**config.mk**
```make
export PLATFORM = sky130hd
export DESIGN_NAME = sorted_timer_event_queue_unit
export DESIGN_NICKNAME = d
export VERILOG_FILES = /design/src/steq_pkg.sv /design/src/sorted_timer_event_queue_unit.sv /design/src/steq_ctrl.sv /design/src/steq_dp.sv
export VERILOG_INCLUDE_DIRS = /design/src /design/src/src
export SDC_FILE = /design/constraint.sdc
export NUM_CORES = 1
export LEC_CHECK = 0
export BUFFER_PORTS_ARGS = -buffer_cell sky130_fd_sc_hd__clkbuf_2
export CELL_PAD_IN_SITES_DETAIL_PLACEMENT = 1
export CELL_PAD_IN_SITES_GLOBAL_PLACEMENT = 2
export CORE_MARGIN = 4
export CORE_UTILIZATION = 42
export DETAILED_ROUTE_END_ITERATION = 6
export PLACE_DENSITY_LB_ADDON = 0.2
export SYNTH_ARGS = -nofsm -noshare
export SYNTH_HDL_FRONTEND = slang
export SYNTH_SLANG_ARGS = --single-unit
```
**constraint.sdc**
```tcl
create_clock -name clk -period 5.3 [get_ports clk]
set_input_delay 0.53 -clock clk [delete_from_list [all_inputs] [get_ports clk]]
set_output_delay 0.53 -clock clk [all_outputs]
set_load 0.03 [all_outputs]
```
**src/assert_macros.svh**
```systemverilog
// Concurrent check helpers, sampled on clk and quiet while rst_n is low
`ifndef ASSERT_MACROS_SVH
`define ASSERT_MACROS_SVH

// Same-cycle implication
`define CHK_SAME(lbl, ante, cons) \
    lbl: assert property (@(posedge clk) disable iff (!rst_n) (ante) |-> (cons)) \
        else $error("same-cycle check failed");

// Next-cycle implication
`define CHK_NEXT(lbl, ante, cons) \
    lbl: assert property (@(posedge clk) disable iff (!rst_n) (ante) |=> (cons)) \
        else $error("next-cycle check failed");

`endif

```
**src/steq_pkg.sv**
```systemverilog
package steq_pkg;

    localparam int DEPTH     = 8;
    localparam int ID_BITS   = 8;
    localparam int TICK_BITS = 16;

    localparam int OCC_W   = $clog2(DEPTH + 1);
    localparam int CMD_W   = 2;
    localparam int KIND_W  = 2;
    localparam int PORT_ID_W = 8;
    localparam int CNT_W   = 4;

    localparam logic [CMD_W-1:0] CMD_TICK     = 2'd0;
    localparam logic [CMD_W-1:0] CMD_SCHEDULE = 2'd1;
    localparam logic [CMD_W-1:0] CMD_CANCEL   = 2'd2;
    localparam logic [CMD_W-1:0] CMD_UNUSED   = 2'd3;

    localparam logic [KIND_W-1:0] KIND_SCHEDULED = 2'd0;
    localparam logic [KIND_W-1:0] KIND_REJECTED  = 2'd1;
    localparam logic [KIND_W-1:0] KIND_CANCELLED = 2'd2;
    localparam logic [KIND_W-1:0] KIND_DUE       = 2'd3;

    // controller -> datapath
    typedef struct packed {
        logic              load;
        logic              dec;
        logic              pop;
        logic              insert;
        logic              remove_match;
        logic              emit;
        logic [KIND_W-1:0] kind;
        logic              last;
    } steq_cmd_t;

    // datapath -> controller
    typedef struct packed {
        logic head_due;
        logic next_due;
        logic full;
        logic any_match;
    } steq_stat_t;

endpackage

```
**src/sorted_timer_event_queue_unit.sv**
```systemverilog
// A schedule passes through the insert state before its result is registered; a cancel
// first removes the matching entries, one per cycle, then reports. A tick decrements all
// delays, then pops the due events one per cycle with busy high; a tick with no due event
// gives no result. The unit takes no new command while busy.
// Results appear for one cycle on strobe; the receiver cannot stall them.
// Reset (rst_n low, asynchronous) empties the queue and returns to idle.
`include "assert_macros.svh"

module sorted_timer_event_queue_unit
    import steq_pkg::*;
(
    input  logic                 clk,
    input  logic                 rst_n,
    input  logic                 start,
    output logic                 busy,
    input  logic [CMD_W-1:0]     command,
    input  logic [PORT_ID_W-1:0] event_id,
    input  logic [TICK_BITS-1:0] delay_ticks,
    output logic                 strobe,
    output logic [KIND_W-1:0]    kind,
    output logic [PORT_ID_W-1:0] event_id_res,
    output logic [CNT_W-1:0]     removed_count,
    output logic [CNT_W-1:0]     pending_count,
    output logic                 last
);

    steq_cmd_t  cmd;
    steq_stat_t stat;

    steq_ctrl u_ctrl (
        .clk     (clk),
        .rst_n   (rst_n),
        .start   (start),
        .command (command),
        .stat    (stat),
        .cmd     (cmd),
        .busy    (busy)
    );

    steq_dp u_dp (
        .clk           (clk),
        .rst_n         (rst_n),
        .cmd           (cmd),
        .event_id      (event_id),
        .delay_ticks   (delay_ticks),
        .stat          (stat),
        .strobe        (strobe),
        .kind          (kind),
        .event_id_res  (event_id_res),
        .removed_count (removed_count),
        .pending_count (pending_count),
        .last          (last)
    );

    `CHK_SAME(a_strobe_from_busy, strobe, $past(busy))
    `CHK_SAME(a_pending_bound, strobe, pending_count <= CNT_W'(DEPTH))
    `CHK_NEXT(a_start_goes_busy, start && !busy && command != CMD_UNUSED, busy)
    `CHK_NEXT(a_last_ends_item, strobe && last, !strobe)
    `CHK_SAME(a_one_update, 1'b1, $onehot0({cmd.dec, cmd.pop, cmd.insert, cmd.remove_match}))

endmodule

```
**src/steq_ctrl.sv**
```systemverilog
module steq_ctrl
    import steq_pkg::*;
(
    input  logic             clk,
    input  logic             rst_n,
    input  logic             start,
    input  logic [CMD_W-1:0] command,
    input  steq_stat_t       stat,
    output steq_cmd_t        cmd,
    output logic             busy
);

    localparam logic [2:0] S_IDLE   = 3'd0;
    localparam logic [2:0] S_DEC    = 3'd1;
    localparam logic [2:0] S_POP    = 3'd2;
    localparam logic [2:0] S_INSERT = 3'd3;
    localparam logic [2:0] S_CANCEL = 3'd4;

    logic [2:0] state_reg;
    logic [2:0] state_next;

    always_ff @(posedge clk or negedge rst_n)
    begin
        if (!rst_n)
        begin
            state_reg <= S_IDLE;
        end
        else
        begin
            state_reg <= state_next;
        end
    end

    always_comb
    begin
        state_next = state_reg;
        cmd        = '0;
        unique case (state_reg)
            S_IDLE:
            begin
                if (start)
                begin
                    cmd.load = 1'b1;
                    unique case (command)
                        CMD_TICK:     state_next = S_DEC;
                        CMD_SCHEDULE: state_next = S_INSERT;
                        CMD_CANCEL:   state_next = S_CANCEL;
                        default:      state_next = S_IDLE;
                    endcase
                end
            end
            S_DEC:
            begin
                cmd.dec    = 1'b1;
                state_next = S_POP;
            end
            S_POP:
            begin
                if (stat.head_due)
                begin
                    cmd.pop  = 1'b1;
                    cmd.emit = 1'b1;
                    cmd.kind = KIND_DUE;
                    cmd.last = !stat.next_due;
                    if (!stat.next_due)
                    begin
                        state_next = S_IDLE;
                    end
                end
                else
                begin
                    state_next = S_IDLE;
                end
            end
            S_INSERT:
            begin
                cmd.emit = 1'b1;
                cmd.last = 1'b1;
                if (stat.full)
                begin
                    cmd.kind = KIND_REJECTED;
                end
                else
                begin
                    cmd.insert = 1'b1;
                    cmd.kind   = KIND_SCHEDULED;
                end
                state_next = S_IDLE;
            end
            S_CANCEL:
            begin
                // one matching entry removed per cycle
                if (stat.any_match)
                begin
                    cmd.remove_match = 1'b1;
                end
                else
                begin
                    cmd.emit   = 1'b1;
                    cmd.kind   = KIND_CANCELLED;
                    cmd.last   = 1'b1;
                    state_next = S_IDLE;
                end
            end
            default:
            begin
                state_next = S_IDLE;
            end
        endcase
    end

    assign busy = (state_reg != S_IDLE);

endmodule

```
**src/steq_dp.sv**
```systemverilog
module steq_dp
    import steq_pkg::*;
(
    input  logic                 clk,
    input  logic                 rst_n,
    input  steq_cmd_t            cmd,
    input  logic [PORT_ID_W-1:0] event_id,
    input  logic [TICK_BITS-1:0] delay_ticks,
    output steq_stat_t           stat,
    output logic                 strobe,
    output logic [KIND_W-1:0]    kind,
    output logic [PORT_ID_W-1:0] event_id_res,
    output logic [CNT_W-1:0]     removed_count,
    output logic [CNT_W-1:0]     pending_count,
    output logic                 last
);

    logic [ID_BITS-1:0]   id_reg   [DEPTH];
    logic [ID_BITS-1:0]   id_next  [DEPTH];
    logic [TICK_BITS-1:0] rem_reg  [DEPTH];
    logic [TICK_BITS-1:0] rem_next [DEPTH];
    logic [OCC_W-1:0]     occ_reg;
    logic [OCC_W-1:0]     occ_next;
    logic [OCC_W-1:0]     removed_reg;
    logic [ID_BITS-1:0]   lat_id_reg;
    logic [TICK_BITS-1:0] lat_delay_reg;
    logic [TICK_BITS-1:0] adj_delay;

    logic [DEPTH-1:0] valid;
    logic [DEPTH-1:0] match;
    logic [DEPTH-1:0] from_first;
    logic [DEPTH-1:0] gt;
    logic [DEPTH-2:0] shift_up;
    logic [DEPTH-1:0] shift_down;
    logic [DEPTH-1:0] place;

    logic                 strobe_reg;
    logic [KIND_W-1:0]    kind_reg;
    logic [PORT_ID_W-1:0] res_id_reg;
    logic [CNT_W-1:0]     removed_out_reg;
    logic [CNT_W-1:0]     pending_reg;
    logic                 last_reg;

    // one tick off, then at least one tick
    assign adj_delay = (delay_ticks <= TICK_BITS'(1)) ? TICK_BITS'(1)
                                                     : delay_ticks - TICK_BITS'(1);

    always_comb
    begin
        for (int i = 0; i < DEPTH; i++)
        begin
            valid[i] = (OCC_W'(i) < occ_reg);
            match[i] = valid[i] && (id_reg[i] == lat_id_reg);
            gt[i]    = valid[i] && (rem_reg[i] > lat_delay_reg);
        end
        from_first[0] = match[0];
        for (int i = 1; i < DEPTH; i++)
        begin
            from_first[i] = from_first[i-1] | match[i];
        end
        shift_down = {gt[DEPTH-2:0], 1'b0};
        for (int i = 0; i < DEPTH; i++)
        begin
            place[i] = !shift_down[i] && (gt[i] || (OCC_W'(i) == occ_reg));
        end
        for (int i = 0; i < DEPTH - 1; i++)
        begin
            shift_up[i] = cmd.pop || (cmd.remove_match && from_first[i]);
        end
    end

    always_comb
    begin
        occ_next = occ_reg;
        for (int i = 0; i < DEPTH; i++)
        begin
            id_next[i]  = id_reg[i];
            rem_next[i] = rem_reg[i];
        end
        if (cmd.dec)
        begin
            for (int i = 0; i < DEPTH; i++)
            begin
                if (rem_reg[i] != '0)
                begin
                    rem_next[i] = rem_reg[i] - TICK_BITS'(1);
                end
            end
        end
        else if (cmd.pop || cmd.remove_match)
        begin
            for (int i = 0; i < DEPTH - 1; i++)
            begin
                if (shift_up[i])
                begin
                    id_next[i]  = id_reg[i+1];
                    rem_next[i] = rem_reg[i+1];
                end
            end
            occ_next = occ_reg - OCC_W'(1);
        end
        else if (cmd.insert)
        begin
            for (int i = 0; i < DEPTH; i++)
            begin
                if (shift_down[i])
                begin
                    id_next[i]  = id_reg[(i > 0) ? i - 1 : 0];
                    rem_next[i] = rem_reg[(i > 0) ? i - 1 : 0];
                end
                else if (place[i])
                begin
                    id_next[i]  = lat_id_reg;
                    rem_next[i] = lat_delay_reg;
                end
            end
            occ_next = occ_reg + OCC_W'(1);
        end
    end

    always_ff @(posedge clk)
    begin
        for (int i = 0; i < DEPTH; i++)
        begin
            id_reg[i]  <= id_next[i];
            rem_reg[i] <= rem_next[i];
        end
        if (cmd.load)
        begin
            lat_id_reg    <= event_id[ID_BITS-1:0];
            lat_delay_reg <= adj_delay;
        end
        if (cmd.emit)
        begin
            kind_reg        <= cmd.kind;
            res_id_reg      <= PORT_ID_W'(cmd.pop ? id_reg[0] : lat_id_reg);
            removed_out_reg <= (cmd.kind == KIND_CANCELLED) ? CNT_W'(removed_reg)
                                                            : '0;
            pending_reg     <= CNT_W'(occ_next);
            last_reg        <= cmd.last;
        end
    end

    always_ff @(posedge clk or negedge rst_n)
    begin
        if (!rst_n)
        begin
            occ_reg     <= '0;
            removed_reg <= '0;
            strobe_reg  <= 1'b0;
        end
        else
        begin
            occ_reg    <= occ_next;
            strobe_reg <= cmd.emit;
            if (cmd.load)
            begin
                removed_reg <= '0;
            end
            else if (cmd.remove_match)
            begin
                removed_reg <= removed_reg + OCC_W'(1);
            end
        end
    end

    assign stat.head_due  = (occ_reg != '0) && (rem_reg[0] == '0);
    assign stat.next_due  = (occ_reg > OCC_W'(1)) && (rem_reg[1] == '0);
    assign stat.full      = (occ_reg == OCC_W'(DEPTH));
    assign stat.any_match = |match;

    assign strobe        = strobe_reg;
    assign kind          = kind_reg;
    assign event_id_res  = res_id_reg;
    assign removed_count = removed_out_reg;
    assign pending_count = pending_reg;
    assign last          = last_reg;

endmodule

```
== Word-level counts from Yosys, hierarchy flattened ==
Memory sizes are Yosys's and may differ from the RTL's.
Index checks and enable logic that the tools add are counted.

* Flip-flop bits (word level): 55
* Latch bits: 0
* Memory bits (writable): 192
* Bits in read-only memories: 0
* Output and inout port bits: 21
* Logic and storage cells: 234
* Memories kept: 2

* Add/subtract/negate cells: 12
* Multiply operators: 0
* Div/mod/pow operators: 0
* Order comparisons: 18
* Equal/unequal tests: 26
* Shifts and indexed selects: 0
* Mux-type cells: 85
* Bitwise operators: 6
* Reductions and logical operators: 74

{| class="wikitable"
|+ Memories
! memory !! words !! bits a word !! read ports !! clocked after Yosys merged registers in !! write ports !! line !! source
|-
| u_dp.rem_reg || 8 || 16 || 8 || 0 || 8 || steq_dp.sv:20 || <nowiki>logic [TICK_BITS-1:0] rem_reg [DEPTH];</nowiki>
|-
| u_dp.id_reg || 8 || 8 || 8 || 0 || 8 || steq_dp.sv:18 || <nowiki>logic [ID_BITS-1:0] id_reg [DEPTH];</nowiki>
|}

{| class="wikitable"
|+ Operators with widths
! operator !! number
|-
| $mux W16 || 31
|-
| $mux W128 || 2
|-
| $mux W8 || 24
|-
| $sub A16 B1 Y16 const B || 9
|-
| $gt A16 B16 Y1 || 8
|-
| $mux W64 || 2
|-
| $reduce_bool A16 Y1 || 8
|-
| $mux W112 || 1
|-
| $eq A8 B8 Y1 || 8
|-
| $mux W56 || 1
|-
| $logic_and A1 B1 Y1 || 32
|-
| $logic_not A16 Y1 || 2
|-
| $mux W4 || 7
|-
| $eq A3 B4 Y1 const A || 4
|-
| $le A16 B1 Y1 const B || 1
|-
| $logic_or A1 B1 Y1 || 16
|-
| $lt A3 B4 Y1 const A || 4
|-
| $mux W3 || 4
|-
| $pmux W3 S4 || 1
|-
| $pmux W4 S3 || 1
|-
| $mux W1 || 10
|-
| $pmux W3 S3 || 1
|-
| $add A4 B1 Y4 const B || 2
|-
| $eq A2 B4 Y1 const A || 2
|-
| 23 further kinds || 40
|}

== Logic depth before layout (Yosys ltp) ==
An unclocked memory read counts as a cell.

* Word-level depth: 14
* Mapped depth: 12
* Depth with buffers taken out: 9

== Cells and area by module ==
A second synthesis with hierarchy kept.

* Cell total of the unflattened synthesis: 1994
* Area total of the unflattened synthesis: 19095.8 um2

{| class="wikitable"
|+ Modules (own cells, without submodules)
! module !! instances !! cells each !! area an instance (um2) !! seq. area each (um2)
|-
| steq_dp || 1 || 1960 || 18835.6 || 7282.0
|-
| steq_ctrl || 1 || 34 || 260.2 || 75.1
|}

== Least setup slack after synthesis ==
No wires, ideal clock.

* Path kind: register to register
* Start point: register, netlist name u_dp.lat_delay_reg[1]
* End point: memory u_dp.rem_reg[3][0], in the netlist u_dp.rem_reg[0][48] (enable)
* Library setup time: 0.417 ns
* Data arrival time: 3.373 ns
* Data required time: 4.883 ns
* Slack: 1.510 ns
* Cell stages (with the launch flop): 11
* Period minus slack after synthesis: 3.790 ns
* Cells stage by stage: edfxtp_1 inv_1 ha_1 nor2b_1 o211ai_1 a2111oi_0 o41a_1 clkbuf_1 a211o_1 nor3_1 a221oi_1

{| class="wikitable"
|+ RTL lines
! item !! line
|-
| to (decl) || steq_dp.sv:20
|}

==> impl_metrics.ini <==
[power_and_ir_drop]
p_comb_frac = 0.254
sw_frac_of_total = 0.333
leakage_nw = 7.45
internal-power_mw = 4.40
power_density_nw_per_um2 = 321
pwr-share-seq = 0.406
clkPwrFrac = 0.340
p_sw_mw = 2.19
vdd_drop_max_v = 0.000232

[clock_network]
cts.htree.levels = 2
cts_setup_buffers = 0
clk_latency_ns = 0.56
cts_made_buffers = 34
cts_sinks = 247
hold_buffers = 1
cts_root_buffer = clkbuf_16
postCtsResizedCells = 0
cts_buffer_depth = 3
clk_pin_slew_ns = 0.05
cts_tree = built

[global_route]
grt_pass1_vias = 15500
grt_max_degree = 76
grt_usage = 0.259
grt_pass1_wl_um = 95700
gr-total-overflow = 0
antenna_found_initial = 1

[hold_path]
min_from = event_id[1]
hp-class = in -> reg

[logic_synthesis]
async_flop_share = 0.0486
synth-seq-cells = 247
synth_edf_count = 235
syn_inst = 1861
synth_nets = 2034
ys_seq_area_frac = 0.391
syn_area_um2 = 18800
yosys_warnings = 0
ys_types = 70
syn_avg_cell_area_um2 = 10.1
synth_ff_type = edfxtp_1

[layout]
drive_gt1_frac = 0.115
nets = 2032
design_area_um2 = 20500
largest_reg_flops = 128
syn_to_final_growth_pct = 8.99

[placed_design]
gp_congestion = 0.901
dpl_cell_area_um2 = 19400
dpl.hpwl_um = 47900
numPortBuffers = 49

[die]
num_io_pins = 50
die_area_um2 = 48300
fp-row-count = 77
die_w_um = 220
dieHeight_um = 220
start_util = 0.426
core_area_um2 = 44200

[run]
maxCapViolations = 0

[drt]
drt-initial-drc-count = 1376
dr.pass1.iters = 5
drc = 0
vias = 15300
viasPerCell = 6.18
wire_per_inst_um = 25.6
ant_nets = 0
postRouteWirelength_um = 63400

[worst_setup_path]
critPathLaunchType = register
cp_max_fo = 25
worst_setup_path_end_kind = register
reg2reg_to = u_dp.rem_reg[0][29]
crit_arrival_ns = 4.41
reg2reg_slack_ns = 1.06
rr_startpoint = u_dp.lat_delay_reg[14]
endpoint = u_dp.rem_reg[0][29]
reg2regPathDepth = 10
crit_start = u_dp.lat_delay_reg[14]
cp_data_required_time_ns = 5.47
setup.worst_path.class = reg -> reg

[timing]
fin_setup_tns_ns = 0
final-hold-violation-count = 0
fmaxAchievable_mhz = 236
maxSlewViolCount = 0
skew_ns = 0.0234
rsz0062_at_grt = no
finalCritPeriodShare = 0.800
tightest_slew_ns = 1.18
min_period_ns = 4.24
relSlewSlack = 0.210
setup_viol = 0

[status]
status = finished, final reports clean
cells in the final DEF, fill, tap and decap left out, types with 18 or more instances in the layout:
cell	count
or4_1	18
clkbuf_16	35
mux2i_1	57
buf_4	25
ha_1	144
nand2_1	142
nand4_1	40
nor2_1	167
or3_1	29
a21oi_1	93
clkbuf_2	49
nor3_1	53
o21ai_0	100
xor2_1	50
a21o_1	22
nand3_1	31
inv_1	48
edfxtp_1	235
xnor2_1	110
o2bb2ai_1	48
mux2_2	55
a221o_1	111
nor4_1	29
power by group through the flow:
stage | clock, mW | sequential (mW) | combinational, mW
2_1_floorplan | 0 | 2.57 | 1.24
3_3_place_gp | 0 | 2.70 | 1.60
3_5_place_dp | 0 | 2.71 | 1.66
4_1_cts | 2.28 | 2.67 | 1.67
5_1_grt | 2.36 | 2.71 | 1.83
6_report | 2.24 | 2.68 | 1.67
per-layer routing:
metal | vias up | global-route usage | share of wire
met5 | - | 0 | 0
met4 | 0 | 0.0689 | 0.023
met3 | 80 | 0.0331 | 0.053
met2 | 401 | 0.413 | 0.46
met1 | 7680 | 0.374 | 0.47
li1 | 7142 | - | -
critical path, cell delays in order (launching register included):
cell and delay, ns:
edfxtp_1 0.48, inv_1 0.46, ha_1 0.35, a21oi_1 0.14, nand2_1 0.06, a21oi_1 0.20
or4b_1 0.57, nand2_1 0.10, buf_4 0.38, a21oi_1 0.21, or4_1 0.90
kinds of logic after synthesis:
kind of cell | count (synthesis) | synth area share
AOI/OAI and AO/OA | 458 | 0.178
buffers and inverters | 163 | 0.0457
adders and majority gates | 144 | 0.0957
DFF | 247 | 0.391
and+or+nand+nor | 577 | 0.152
muxes | 112 | 0.0632
xor gates and xnor gates | 160 | 0.0744
through the flow:
| step | cells | setup slack, ns | total power, mW | util | hold slack [ns] |
|---|---|---|---|---|---|
| after detailed placement | 2414 | 1.12 | 4.36 | 0.440 | 0.465 |
| after floorplan | 1861 | 1.51 | 3.81 | - | 0.234 |
| after CTS | 2475 | 1.08 | 6.62 | 0.464 | 0.120 |
| after global placement | 2414 | 1.24 | 4.31 | 0.440 | 0.463 |
| after global routing | 2475 | 0.808 | 6.90 | 0.464 | 0.132 |
| final | 2476 | 1.06 | 6.59 | 0.464 | 0.146 |
worst min-delay path by stage:
stage | endpoint | slack [ns] | cells after the start
6_report | u_dp.lat_id_reg[1] | 0.15 | 1
5_1_grt | u_dp.lat_id_reg[1] | 0.13 | 1
4_1_cts | u_dp.lat_id_reg[1] | 0.12 | 1
3_5_place_dp | u_dp.strobe | 0.47 | 1
3_3_place_gp | u_dp.strobe | 0.46 | 1
2_1_floorplan | u_ctrl.state_reg[0] | 0.23 | 0
area by class of cell:
class / instances / area, um^2
clock inverters: 18 / 156
repair buffers: 77 / 483
well taps: 592 / 741
fillers: 4936 / 23700
inverters: 48 / 180
multi-input cells: 1451 / 10700
clock buffers: 42 / 902
flip-flops and latches: 247 / 7360
diodes: 1 / 2.50
synth_stat cells, drive strengths merged (9+ instances only):
| master | count | area [um^2] |
|---|---|---|
| a22o | 9 | 78.8 |
| nor4 | 35 | 265 |
| o21ai | 100 | 500 |
| o2bb2ai | 48 | 420 |
| or4 | 19 | 146 |
| nand2b | 13 | 81.3 |
| nand4 | 40 | 250 |
| xnor2 | 110 | 963 |
| nor3 | 56 | 295 |
| a21o | 23 | 173 |
| a21oi | 94 | 474 |
| mux2i | 57 | 571 |
| a221o | 111 | 1110 |
| dfrtp | 12 | 300 |
| inv | 48 | 180 |
| nand3 | 31 | 155 |
| o31ai | 10 | 75.1 |
| clkbuf | 56 | 210 |
| nand2 | 144 | 543 |
| edfxtp | 235 | 7060 |
| nor2 | 169 | 642 |
| ha | 144 | 1800 |
| xor2 | 50 | 438 |
| buf | 59 | 470 |
| mux2 | 55 | 619 |
| a31oi | 12 | 87.6 |
| or3 | 31 | 204 |
(Power assumes the default switching activity.)
